===== config.mk =====
export PLATFORM = sky130hd
export DESIGN_NAME = density_cluster_2d_core_flat
export DESIGN_NICKNAME = d
export VERILOG_FILES = /design/src/rtl/dc2d_pkg.sv /design/src/rtl/dc2d_if.sv /design/src/rtl/density_cluster_2d_core.sv /design/src/rtl/dc2d_dist.sv /design/src/flat_wrapper.sv
export SDC_FILE = /design/constraint.sdc
export NUM_CORES = 2
export LEC_CHECK = 0
export BUFFER_PORTS_ARGS = -buffer_cell sky130_fd_sc_hd__buf_2
export CORE_ASPECT_RATIO = 2
export CORE_MARGIN = 2
export CORE_UTILIZATION = 50
export CTS_CLUSTER_SIZE = 24
export DETAILED_ROUTE_END_ITERATION = 8
export PLACE_DENSITY = 0.67
export SLEW_MARGIN = 25
export SYNTH_ARGS = -nofsm -noshare
export SYNTH_HDL_FRONTEND = slang
export SYNTH_SLANG_ARGS = --single-unit

===== constraint.sdc =====
create_clock -name clk_i -period 11.5 [get_ports clk_i]
set_clock_uncertainty 0.05 [all_clocks]
set_input_delay 0.575 -clock clk_i [delete_from_list [all_inputs] [get_ports clk_i]]
set_output_delay 0.575 -clock clk_i [all_outputs]
set_load 0.01 [all_outputs]

===== src/rtl/dc2d_pkg.sv =====
// shared types and constants for the 2d density clustering block
package dc2d_pkg;
  localparam int unsigned CoordBits = 16;
  localparam int unsigned EpsBits = 36;
  localparam int unsigned MinBits = 7;
  localparam int unsigned IdBits = 6;
  // label entry: assigned flag on top of the cluster number
  localparam int unsigned LabBits = IdBits + 1;
  localparam int unsigned CfgAddrBits = 1;
  localparam logic [CfgAddrBits-1:0] CfgEps = 1'b0;
  localparam logic [CfgAddrBits-1:0] CfgMin = 1'b1;

  typedef struct packed {
    logic [IdBits-1:0] point_index;
    logic [IdBits-1:0] cluster_id;
    logic              is_noise;
    logic              last_label;
  } label_t;
endpackage


===== src/rtl/dc2d_if.sv =====
// valid/ready channel interfaces for points and labels
interface dc2d_point_if;
  logic                           valid;
  logic                           ready;
  logic [dc2d_pkg::CoordBits-1:0] point_x;
  logic [dc2d_pkg::CoordBits-1:0] point_y;
  logic                           last_point;
  modport source (output valid, point_x, point_y, last_point, input ready);
  modport sink (input valid, point_x, point_y, last_point, output ready);
endinterface

interface dc2d_label_if;
  logic                        valid;
  logic                        ready;
  logic [dc2d_pkg::IdBits-1:0] point_index;
  logic [dc2d_pkg::IdBits-1:0] cluster_id;
  logic                        is_noise;
  logic                        last_label;
  modport source (output valid, point_index, cluster_id, is_noise, last_label, input ready);
  modport sink (input valid, point_index, cluster_id, is_noise, last_label, output ready);
endinterface


===== src/rtl/density_cluster_2d_core.sv =====
// channel        | dir | payload
// point_in       | in  | point_x, point_y, last_point
// label_out      | out | point_index, cluster_id, is_noise, last_label
// cfg_we_i       | in  | cfg_idx_i, cfg_data_i
// loading takes one point per cycle; point_in is ready only while loading.
// clustering: clear the labels, then per seed a label check, a core scan and,
// for core points, a claim scan; each queued point is popped and fetched before
// its own scans. the pace is set by the single coordinate read port feeding one
// distance unit. labels leave via SOut and SOutW; the output register holds
// a label while label_out is stalled. reset clears control state and eps_q and
// sets min_q to 2.
module density_cluster_2d_core import dc2d_pkg::*; #(
  parameter int unsigned MAX_POINTS = 64
) (
  input  logic                   clk_i,
  input  logic                   rst_ni,
  input  logic                   cfg_we_i,
  input  logic [CfgAddrBits-1:0] cfg_idx_i,
  input  logic [EpsBits-1:0]     cfg_data_i,
  dc2d_point_if.sink             point_in,
  dc2d_label_if.source           label_out
);
  localparam int unsigned AW = $clog2(MAX_POINTS);
  localparam int unsigned CW = AW + 1;
  localparam logic [3:0] SLoad = 4'd0, SClr = 4'd1, SSeed = 4'd2, SSeedW = 4'd3,
    SCore = 4'd4, SCoreW = 4'd5, SClaim = 4'd6, SPop = 4'd7, SPopW = 4'd8,
    SFetch = 4'd9, SFetchW = 4'd10, SNext = 4'd11, SOut = 4'd12, SOutW = 4'd13;

  logic [EpsBits-1:0] eps_q;
  logic [MinBits-1:0] min_q;
  logic [3:0] st_q, st_d;
  logic [CW-1:0] n_q, n_d;
  logic [CW-1:0] j_q, j_d;         // scan index, issue side
  logic [AW-1:0] seed_q, seed_d;
  logic [AW-1:0] p_q, p_d;         // point under test
  logic [CW-1:0] head_q, head_d, tail_q, tail_d;
  logic [CW-1:0] cnt_q, cnt_d;
  logic [IdBits-1:0] clus_q, clus_d;
  logic [1:0] vpipe_q;             // valid of scan pipeline
  logic [AW-1:0] jp1_q, jp2_q;

  logic [CoordBits-1:0] xm [MAX_POINTS];
  logic [CoordBits-1:0] ym [MAX_POINTS];
  logic [LabBits-1:0] lm [MAX_POINTS];  // top bit assigned, low bits cluster
  logic [AW-1:0] qm [MAX_POINTS];
  logic [CoordBits-1:0] bx_q, by_q, px_q, py_q, px_d, py_d;
  logic [LabBits-1:0] lab_q, lab_c_q;
  logic [AW-1:0] qrd_q;

  logic ld_fire, near, scanning, scan_fire, claimed;
  logic lwe;
  logic [AW-1:0] lwa;
  logic [LabBits-1:0] lwd;
  logic qwe;
  logic [AW-1:0] lra, qra, crd;
  logic ovalid_q;
  label_t ol_q;

  assign ld_fire = point_in.valid && point_in.ready;
  assign point_in.ready = (st_q == SLoad);

  always_ff @(posedge clk_i or negedge rst_ni) begin
    if (!rst_ni) begin
      eps_q <= '0;
      min_q <= MinBits'(2);
    end else if (cfg_we_i) begin
      case (cfg_idx_i)
        CfgEps: eps_q <= cfg_data_i;
        CfgMin: min_q <= cfg_data_i[MinBits-1:0];
        default: ;
      endcase
    end
  end

  // coordinate memories: write on load, one read port
  always_ff @(posedge clk_i) begin
    if (ld_fire && n_q < CW'(MAX_POINTS)) begin
      xm[n_q[AW-1:0]] <= point_in.point_x;
      ym[n_q[AW-1:0]] <= point_in.point_y;
    end
    bx_q <= xm[crd];
    by_q <= ym[crd];
  end

  // label memory, read data registered once more (lab_c_q) to line up with the compare
  always_ff @(posedge clk_i) begin
    if (lwe) lm[lwa] <= lwd;
    lab_q <= lm[lra];
    lab_c_q <= lab_q;
  end

  // breadth-first work list
  always_ff @(posedge clk_i) begin
    if (qwe) qm[tail_q[AW-1:0]] <= jp2_q;
    qrd_q <= qm[qra];
  end

  // pipeline: issue j -> mem read -> square reg -> compare
  dc2d_dist u_dist (
    .clk_i, .ax_i(px_q), .ay_i(py_q), .bx_i(bx_q), .by_i(by_q),
    .eps_i(eps_q), .near_o(near)
  );

  assign scanning = (st_q == SCore) || (st_q == SClaim);
  assign scan_fire = scanning && (j_q < n_q);
  assign qra = head_q[AW-1:0];
  assign claimed = (st_q == SClaim) && vpipe_q[1] && near && !lab_c_q[IdBits];

  always_ff @(posedge clk_i) begin
    jp1_q <= j_q[AW-1:0];
    jp2_q <= jp1_q;
    px_q <= px_d;
    py_q <= py_d;
  end

  always_comb begin
    st_d = st_q; n_d = n_q; j_d = j_q; seed_d = seed_q; p_d = p_q;
    head_d = head_q; tail_d = tail_q; cnt_d = cnt_q; clus_d = clus_q;
    px_d = px_q; py_d = py_q;
    lwe = 1'b0; lwa = jp2_q; lwd = {1'b1, clus_q}; qwe = 1'b0;
    crd = j_q[AW-1:0];
    lra = j_q[AW-1:0];
    if (claimed) begin
      lwe = 1'b1;
      if (tail_q < CW'(MAX_POINTS)) begin
        qwe = 1'b1;
        tail_d = tail_q + 1'b1;
      end
    end
    if (st_q == SCore && vpipe_q[1] && near) cnt_d = cnt_q + 1'b1;
    if (scan_fire) j_d = j_q + 1'b1;
    case (st_q)
      SLoad: begin
        if (ld_fire) begin
          if (n_q < CW'(MAX_POINTS)) n_d = n_q + 1'b1;
          if (point_in.last_point) begin
            st_d = SClr;
            j_d = '0;
          end
        end
      end
      SClr: begin
        lwe = 1'b1; lwa = j_q[AW-1:0]; lwd = '0;
        if (j_q + 1'b1 >= n_q) begin
          st_d = SSeed; seed_d = '0; clus_d = '0;
        end else begin
          j_d = j_q + 1'b1;
        end
      end
      SSeed: begin
        lra = seed_q; crd = seed_q; p_d = seed_q;
        st_d = SSeedW;
      end
      SSeedW: begin
        // seed already in a cluster: skip it
        if (lab_q[IdBits]) begin
          st_d = SNext;
        end else begin
          px_d = bx_q; py_d = by_q;
          head_d = '0; tail_d = '0; j_d = '0; cnt_d = '0;
          st_d = SCore;
        end
      end
      SCore: if (!scan_fire && vpipe_q == '0) st_d = SCoreW;
      SCoreW: begin
        if (MinBits'(cnt_q) >= min_q) begin
          // head still zero only while testing the seed itself
          if (head_q == '0) begin
            lwe = 1'b1; lwa = p_q;
          end
          j_d = '0;
          st_d = SClaim;
        end else if (head_q == '0) begin
          st_d = SNext;
        end else begin
          st_d = SPop;
        end
      end
      SClaim: if (!scan_fire && vpipe_q == '0) st_d = SPop;
      SPop: begin
        if (head_q < tail_q) begin
          st_d = SPopW;
        end else begin
          clus_d = clus_q + 1'b1;
          st_d = SNext;
        end
      end
      SPopW: begin
        p_d = qrd_q; head_d = head_q + 1'b1;
        st_d = SFetch;
      end
      SFetch: begin
        crd = p_q;
        st_d = SFetchW;
      end
      SFetchW: begin
        px_d = bx_q; py_d = by_q; j_d = '0; cnt_d = '0;
        st_d = SCore;
      end
      SNext: begin
        if (CW'(seed_q) + 1'b1 >= n_q) begin
          st_d = SOut; j_d = '0;
        end else begin
          seed_d = seed_q + 1'b1; st_d = SSeed;
        end
      end
      SOut: if (!ovalid_q || label_out.ready) st_d = SOutW;
      SOutW: begin
        if (j_q + 1'b1 >= n_q) begin
          st_d = SLoad; n_d = '0;
        end else begin
          j_d = j_q + 1'b1; st_d = SOut;
        end
      end
      default: st_d = SLoad;
    endcase
  end

  always_ff @(posedge clk_i or negedge rst_ni) begin
    if (!rst_ni) begin
      st_q <= SLoad; n_q <= '0; j_q <= '0; seed_q <= '0; p_q <= '0;
      head_q <= '0; tail_q <= '0; cnt_q <= '0; clus_q <= '0; vpipe_q <= '0;
      ovalid_q <= 1'b0;
    end else begin
      st_q <= st_d; n_q <= n_d; j_q <= j_d; seed_q <= seed_d; p_q <= p_d;
      head_q <= head_d; tail_q <= tail_d; cnt_q <= cnt_d; clus_q <= clus_d;
      vpipe_q <= {vpipe_q[0], scan_fire};
      if (st_q == SOutW) ovalid_q <= 1'b1;
      else if (label_out.ready) ovalid_q <= 1'b0;
    end
  end

  always_ff @(posedge clk_i) begin
    if (st_q == SOutW) begin
      ol_q.point_index <= IdBits'(j_q);
      ol_q.is_noise <= !lab_q[IdBits];
      ol_q.cluster_id <= lab_q[IdBits] ? lab_q[IdBits-1:0] : '0;
      ol_q.last_label <= (j_q + 1'b1 == n_q);
    end
  end

  assign label_out.valid = ovalid_q;
  assign label_out.point_index = ol_q.point_index;
  assign label_out.cluster_id = ol_q.cluster_id;
  assign label_out.is_noise = ol_q.is_noise;
  assign label_out.last_label = ol_q.last_label;

  a_busy_has_points: assert property (@(posedge clk_i) disable iff (!rst_ni)
    st_q != SLoad |-> n_q != '0) else $error("empty set in flight");
  a_head_le_tail: assert property (@(posedge clk_i) disable iff (!rst_ni)
    head_q <= tail_q) else $error("queue underflow");
  a_tail_cap: assert property (@(posedge clk_i) disable iff (!rst_ni)
    tail_q <= CW'(MAX_POINTS)) else $error("queue overflow");
  a_count_cap: assert property (@(posedge clk_i) disable iff (!rst_ni)
    n_q <= CW'(MAX_POINTS)) else $error("count overflow");
  a_out_hold: assert property (@(posedge clk_i) disable iff (!rst_ni)
    ovalid_q && !label_out.ready |=> ovalid_q && $stable(ol_q)) else $error("label dropped");
endmodule


===== src/rtl/dc2d_dist.sv =====
// registered squared-distance test between two points
module dc2d_dist import dc2d_pkg::*; (
  input  logic                 clk_i,
  input  logic [CoordBits-1:0] ax_i,
  input  logic [CoordBits-1:0] ay_i,
  input  logic [CoordBits-1:0] bx_i,
  input  logic [CoordBits-1:0] by_i,
  input  logic [EpsBits-1:0]   eps_i,
  output logic                 near_o
);
  localparam int unsigned DW = CoordBits + 1;
  localparam int unsigned SW = 2 * DW;
  localparam int unsigned CmpW = ((SW + 1) > EpsBits) ? (SW + 1) : EpsBits;
  logic signed [DW-1:0] dx, dy;
  logic [DW-1:0] adx, ady;
  logic [SW-1:0] sx_q, sy_q;
  logic [SW:0] sum;
  logic [CmpW-1:0] s_ext, e_ext;

  assign dx = $signed({ax_i[CoordBits-1], ax_i}) - $signed({bx_i[CoordBits-1], bx_i});
  assign dy = $signed({ay_i[CoordBits-1], ay_i}) - $signed({by_i[CoordBits-1], by_i});
  assign adx = dx[DW-1] ? $unsigned(-dx) : $unsigned(dx);
  assign ady = dy[DW-1] ? $unsigned(-dy) : $unsigned(dy);

  always_ff @(posedge clk_i) begin
    sx_q <= {{DW{1'b0}}, adx} * {{DW{1'b0}}, adx};
    sy_q <= {{DW{1'b0}}, ady} * {{DW{1'b0}}, ady};
  end

  assign sum = {1'b0, sx_q} + {1'b0, sy_q};
  assign s_ext = CmpW'(sum);
  assign e_ext = CmpW'(eps_i);
  assign near_o = s_ext < e_ext;
endmodule


===== src/flat_wrapper.sv =====
// flat-port wrapper written by rule: the top's interface ports become plain ports
module density_cluster_2d_core_flat import dc2d_pkg::*;
#(
  parameter int unsigned MAX_POINTS = 64
)
  (clk_i, rst_ni, cfg_we_i, cfg_idx_i, cfg_data_i, point_in_valid, point_in_point_x, point_in_point_y, point_in_last_point, point_in_ready, label_out_valid, label_out_point_index, label_out_cluster_id, label_out_is_noise, label_out_last_label, label_out_ready);
  dc2d_point_if point_in_i ();
  dc2d_label_if label_out_i ();
  input  logic clk_i;
  input  logic rst_ni;
  input  logic cfg_we_i;
  input  logic [CfgAddrBits-1:0] cfg_idx_i;
  input  logic [EpsBits-1:0] cfg_data_i;
  input wire logic [$bits(point_in_i.valid)-1:0] point_in_valid;
  input wire logic [$bits(point_in_i.point_x)-1:0] point_in_point_x;
  input wire logic [$bits(point_in_i.point_y)-1:0] point_in_point_y;
  input wire logic [$bits(point_in_i.last_point)-1:0] point_in_last_point;
  output wire logic [$bits(point_in_i.ready)-1:0] point_in_ready;
  output wire logic [$bits(label_out_i.valid)-1:0] label_out_valid;
  output wire logic [$bits(label_out_i.point_index)-1:0] label_out_point_index;
  output wire logic [$bits(label_out_i.cluster_id)-1:0] label_out_cluster_id;
  output wire logic [$bits(label_out_i.is_noise)-1:0] label_out_is_noise;
  output wire logic [$bits(label_out_i.last_label)-1:0] label_out_last_label;
  input wire logic [$bits(label_out_i.ready)-1:0] label_out_ready;
  assign point_in_i.valid = point_in_valid;
  assign point_in_i.point_x = point_in_point_x;
  assign point_in_i.point_y = point_in_point_y;
  assign point_in_i.last_point = point_in_last_point;
  assign point_in_ready = point_in_i.ready;
  assign label_out_valid = label_out_i.valid;
  assign label_out_point_index = label_out_i.point_index;
  assign label_out_cluster_id = label_out_i.cluster_id;
  assign label_out_is_noise = label_out_i.is_noise;
  assign label_out_last_label = label_out_i.last_label;
  assign label_out_i.ready = label_out_ready;
  density_cluster_2d_core #(.MAX_POINTS(MAX_POINTS)) u_core (.clk_i(clk_i), .rst_ni(rst_ni), .cfg_we_i(cfg_we_i), .cfg_idx_i(cfg_idx_i), .cfg_data_i(cfg_data_i), .point_in(point_in_i), .label_out(label_out_i));
endmodule

Yosys cells after proc, flatten, opt, wreduce, memory -nomap -nowiden. Memories as Yosys holds them, arrays and structs flattened. A register that Yosys moved wholly into a read port is not among the register bits. Index checks and enable logic that the tools add are counted.

Bits in registers: 236. Memory bits (writable): 2880. Input bits: 75. Output and inout port bits: 16. Logic and storage cells: 177. Memories kept: 4.

Memories: u_core.xm (depth 64, bits a word 16, read ports 1, clocked after Yosys merged registers in 1, wr ports 1, RTL line density_cluster_2d_core.sv:42) `logic [CoordBits-1:0] xm [MAX_POINTS];`; u_core.ym (depth 64, bits a word 16, read ports 1, clocked after Yosys merged registers in 1, wr ports 1, RTL line density_cluster_2d_core.sv:43) `logic [CoordBits-1:0] ym [MAX_POINTS];`; u_core.lm (depth 64, bits a word 7, read ports 1, clocked after Yosys merged registers in 1, wr ports 1, RTL line density_cluster_2d_core.sv:44) `logic [LabBits-1:0] lm [MAX_POINTS];`; u_core.qm (depth 64, bits a word 6, read ports 1, clocked after Yosys merged registers in 1, wr ports 1, RTL line density_cluster_2d_core.sv:45) `logic [AW-1:0] qm [MAX_POINTS];`.

Add/sub/neg operators: 13. Multipliers: 2. $lt $le $gt $ge: 8. Equal/unequal tests: 25. Multiplexer cells: 66. Bitwise gates (word level): 1. Reduce and logical (&&, ||, !) cells: 34.

Operator list (number): 7-bit two-way mux (18); 17-bit by 17-bit multiplier with 34-bit output (2); 16-bit one-hot mux with 2 select lines (2); 6-bit one-hot mux with 2 select lines (5); 4-bit one-hot mux with 14 select lines (1); 4-bit two-way mux (11); 7-bit one-hot mux with 2 select lines (3); 7-bit one-hot mux with 6 select lines (1); 35-bit by 36-bit < comparator with 1-bit output (1); 6-bit two-way mux (6); 34-bit by 34-bit adder with 35-bit output (1); 7-bit by 1-bit adder with 7-bit output (second input constant) (5); 17-bit two-way mux (2); 17-bit negator (2); 16-bit by 16-bit subtractor with 17-bit output (2); 16-bit two-way mux (2); 4-bit == test (second input constant) (6); 7-bit >= comparator (3); 4-bit by 3-bit == test with 1-bit output (second input constant) (4); 2-bit != test (second input constant) (8); 7-bit < comparator (2); 7-bit < comparator (second input constant) (2); 2-bit nonzero test (7); 1-bit two-way mux (13); other kinds (20) (40).

Depth between registers and ports, before layout.
Word-level depth: 10. Depth in mapped cells: 39. Mapped depth without buffers: 38.

Modules after synthesis. A second synthesis with hierarchy kept.

Cell total of the unflattened synthesis: 10749. Area, all modules: 143405.0 µm².

By module, submodules not included: density_cluster_2d_core (times used 1, cells each 8237, area each 121459.0 µm², sequential area each 91604.1 µm²); dc2d_dist (times used 1, cells each 2512, area each 21946.0 µm², sequential area each 1321.3 µm²).

Worst setup path after synthesis. OpenSTA, ideal clock, no wires.

Kind: reg-to-reg. Start point: register u_core.py_q[0]. End point: register u_core.u_dist.sy_q[32]. Setup time: 0.072 ns. Arrival: 8.527 ns. Required time: 11.378 ns. Path slack: 2.851 ns. Cell stages (with the launch flop): 37. Path buffers: 1. Period minus slack after synthesis: 8.649 ns. Cells stage by stage: edfxtp_1 -> inv_1 -> ha_1 -> fa_1 -> nor2b_1 -> o31a_1 -> o31ai_4 -> o2111ai_2 -> nand2_1 -> o21ai_1 -> clkbuf_1 -> nor2_1 -> xnor2_1 -> nand2_1 -> fa_1 -> inv_1 -> fa_1 -> inv_1 -> fa_1 -> inv_1 -> fa_1 -> fa_1 -> inv_1 -> fa_1 -> inv_1 -> ha_1 -> a21o_1 -> a21oi_1 -> o21ai_0 -> or3_1 -> nor3_1 -> nor2_1 -> nand4_1 -> nand4b_1 -> or4_1 -> a31oi_1 -> xnor2_1.

Word-level cells in the longest chain between the ends: 4.

Ends and longest elaborated chain: from (decl) (RTL line density_cluster_2d_core.sv:46) `logic [CoordBits-1:0] bx_q, by_q, px_q, py_q, px_d, py_d;`; from (signal assigned) (RTL line density_cluster_2d_core.sv:113) `py_q <= py_d;`; 16-bit by 16-bit subtractor with 17-bit output * (RTL line dc2d_dist.sv:21) `assign dy = $signed({ay_i[CoordBits-1], ay_i}) - $signed({by_i[CoordBits-1], by_i});`; 17-bit negator (RTL line dc2d_dist.sv:23) `assign ady = dy[DW-1] ? $unsigned(-dy) : $unsigned(dy);`; 17-bit two-way mux * (RTL line dc2d_dist.sv:23); 17-bit by 17-bit multiplier with 34-bit output * (RTL line dc2d_dist.sv:27) `sy_q <= {{DW{1'b0}}, ady} * {{DW{1'b0}}, ady};`; to (signal assigned) (RTL line dc2d_dist.sv:27); to (decl) (RTL line dc2d_dist.sv:16) `logic [SW-1:0] sx_q, sy_q;`.

Every way passes the cells marked *; elsewhere a longest branch is shown, timed or not. A chain may end at the register's enable or synchronous reset.

Worst setup path in the final report. Ends and elaborated chain as after synthesis.

==> metrics.md <==
| Metric | Value |
|---|---|
| Status | `finished clean` |
| Post-Syn Area | `143000 um^2` |
| I/O Pins | `91` |
| Int Power | `17900 uW` |
| H-tree depth | `5` |
| Share of layout cells above drive strength 1 | `9.73%` |
| Pre-antenna DRT Iters | `6` |
| Critical Path End Type | `flip-flop` |
| Fillers | `22700` |
| Buffer count from post-CTS setup fixing | `0` |
| Area grow syn2layout | `10.1%` |
| First-pass GRT wire length | `566 mm` |
| Post-synth EDFFs | `2926` |
| Total CTS buffers | `276` |
| Dpl hpwl | `240 mm` |
| Critical path arrival | `10.78 ns` |
| Seq pwr share | `55.4%` |
| Crit path depth | `34` |
| CTS hold repair buffers | `51` |
| Post-route DRC violation count | `0` |
| Sw power | `4740 uW` |
| RSZ-0062 raised after global routing | `false` |
| PnR worst setup slack | `1.50 ns` |
| Flop2flop setup slack | `1.50 ns` |
| Tightest Hold Check Type | `in2reg` |
| Tot GR Track Use | `25.9%` |
| Final setup fails | `0` |
| Worst hold path stage count | `3` |
| Static Leak | `0.0561 uW` |
| CP max stage delay | `0.56 ns` |
| GP Congestion | `0.897` |
| Die Height | `762 um` |
| Synth warn | `0` |
| Fin area | `158000 um^2` |
| Netlist cell types | `99` |
| Async SR Flop Fraction | `3.27%` |
| Largest fanout on the critical path | `11` |
| Maximum clock path buffer count | `4` |
| Final nets | `11700` |
| Post-CTS resize count | `0` |
| Total power | `22700 uW` |
| # clock sinks | `3153` |
| PwrDens | `143 nW/um^2` |
| Latest clock arrival within the worst-skew pair | `0.90 ns` |
| Fmax | `100 MHz` |
| Tmin final | `10.00 ns` |
| # port buffers | `90` |
| GR Overflow Total | `0` |
| Cells after Synth | `10900` |
| Synth Register Bits | `3153` |
| Sw Ratio | `20.9%` |
| Cell Area, Placed | `149000 um^2` |
| CTS tree | `done` |
| CP startpoint | `u_core.py_q[0]` |
| Hold Fails Final Rpt | `0` |
| Std-Cell Core Area | `286000 um^2` |
| Worst Setup Start Kind | `flip-flop` |
| Initial antenna violation count | `19` |
| Vias | `89100` |
| CP bufs+invs | `5` |
| Slowest-stage cell, CP | `fa_1` |
| Max-slew violations | `0` |
| Clk pin slew, worst setup/hold paths | `0.08 ns` |
| Tcrit/Tclk final | `87.0%` |
| Vias/cell | `5.99` |
| Total wire length | `382 mm` |
| Largest net degree at the start of global routing | `176` |
| Initial Util | `50.2%` |
| CTS root buf | `clkbuf_16` |
| Slew HR | `29.7%` |
| Final ANT Viol Nets | `0` |
| Vias in the first global route | `91400` |
| Clk network pwr share | `40.5%` |
| Chip Width | `383 um` |
| Pre-CTS setup slack | `1.45 ns` |
| Initial DRC Count | `8471` |
| Worst reg2reg endpoint | `u_core.u_dist.sy_q[32]` |
| Worst slew pin tran | `1.06 ns` |
| # rows | `278` |
| Comb pwr share | `4.1%` |
| Routed WL per cell | `25.7 um` |
| Top_reg_cell synth | `edfxtp_1` |
| Syn Area/Cell | `13.2 um^2` |
| CP dominant cell by count | `fa_1` |
| Max cap viols | `0` |
| CP required | `12.28 ns` |
| Kind of cell adding the most delay to the critical path | `adder cells` |
| Setup TNS | `0 ns` |
| Peak VDD IR | `0.000142 V` |
| Worst Setup EP | `u_core.u_dist.sy_q[32]` |
| RR Startpoint | `u_core.py_q[0]` |
| R2R cell count | `34` |
| Seq/Total Area, Yosys | `64.8%` |
| Crit Path Category | `reg2reg` |
| Full die area | `291000 um^2` |
-- final cells by class --
cell class | instances | area (um^2) | area share (%)
Multi-Input combinational cell | 6424 | 46300 | 29.3
Clock inverter | 130 | 1130 | 0.717
Clock buffer | 355 | 7620 | 4.82
Antenna cell | 10 | 25.0 | 0.0158
Inverter | 702 | 2640 | 1.67
Timing Repair Buffer | 320 | 2580 | 1.63
Tap cell | 3780 | 4730 | 2.99
Sequential cell | 3153 | 92900 | 58.8
-- worst min-delay path by stage --
stage | start | to | slack, ns
detailed placement | u_core.jp1_q[2] | u_core.jp2_q[2] | 0.26
floorplan | rst_ni | u_core.clus_q[0] | 0.23
finish | cfg_we_i | u_core.eps_q[9] | 0.10
CTS | cfg_we_i | u_core.eps_q[9] | 0.06
global route | cfg_we_i | u_core.eps_q[1] | 0.12
global placement | u_core.jp1_q[2] | u_core.jp2_q[2] | 0.26
-- synthesized netlist by cell type, types with 53 or more instances --
cell	number	share of area, %
buf_2	110	0.38
buf_1	58	0.15
nand2_1	2370	6.2
a21oi_1	266	0.93
nand3_1	578	2.0
ha_1	352	3.1
a211oi_1	143	0.75
inv_1	689	1.8
xor2_1	53	0.32
clkbuf_1	421	1.1
dfrtp_1	102	1.8
a21o_1	71	0.37
and3_1	281	1.2
xnor2_1	112	0.68
fa_1	384	5.4
dfxtp_1	124	1.7
a311oi_1	398	2.4
o21ai_0	117	0.41
a31oi_1	153	0.67
edfxtp_1	2926	61
mux4_2	238	3.7
nor2_1	444	1.2
-- worst min-delay path, cell delays in order --
cell and delay, ns:
buf_2 0.10, nor2b_4 0.18, o21ai_0 0.15
-- flip-flops by register name, indices dropped and copies added (netlist names), 33 cells and up --
name,flops
u_core.u_dist.sy_q,33
u_core.eps_q,36
u_core.ym,1024
u_core.lm,448
u_core.xm,1024
u_core.qm,384
u_core.u_dist.sx_q,33
-- stage by stage --
step / hold WS (ns) / cells / utilization (%)
final: 0.105 / 14900 / 55.3
after global routing: 0.122 / 14900 / 55.3
after CTS: 0.0610 / 14900 / 55.2
after detailed placement: 0.262 / 14300 / 52.0
after global placement: 0.261 / 14300 / 52.0
after floorplan: 0.229 / 10900 / -
-- power by group through the flow --
stage               clock (uW)  combinational (uW)  sequential, uW
global route              9660                1060           12600
CTS                       9290                 934           12600
floorplan                    0                 598           12800
global placement             0                 873           12800
detailed placement           0                 914           12800
finish                    9170                 937           12600
-- routing by layer --
metal  GRT usage (%)  part of all wire (%)  up-vias
met5               0                0.0037        -
met4            15.1                   6.6        2
met3            2.98                   5.6     1080
met2            48.0                    54     3649
met1            28.2                    34    45000
li1                -                     -    39300
-- cells in the final DEF (no fill, tap or decap), types with 153 or more instances in the layout --
cell       count
a31oi_1      153
buf_4        185
a21oi_1      260
clkbuf_16    291
nor2_1       380
fa_1         384
edfxtp_1    2926
a311oi_1     398
mux4_2       238
nand2_1     2370
inv_1        690
and3_1       281
ha_1         352
nand3_1      577
-- logic make-up after synthesis --
logic type               synth area share [%]
AND/OR/NAND/NOR                          11.8
multiplexers                             3.84
flip-flops                               64.8
XOR/XNOR                                 1.15
buffers and inverters                    3.51
adder cells (fa/ha/maj)                  8.43
other                                 0.00523
AO/OA/AOI/OAI                            6.48
Note: power is estimated with default switching activity, not from simulation.
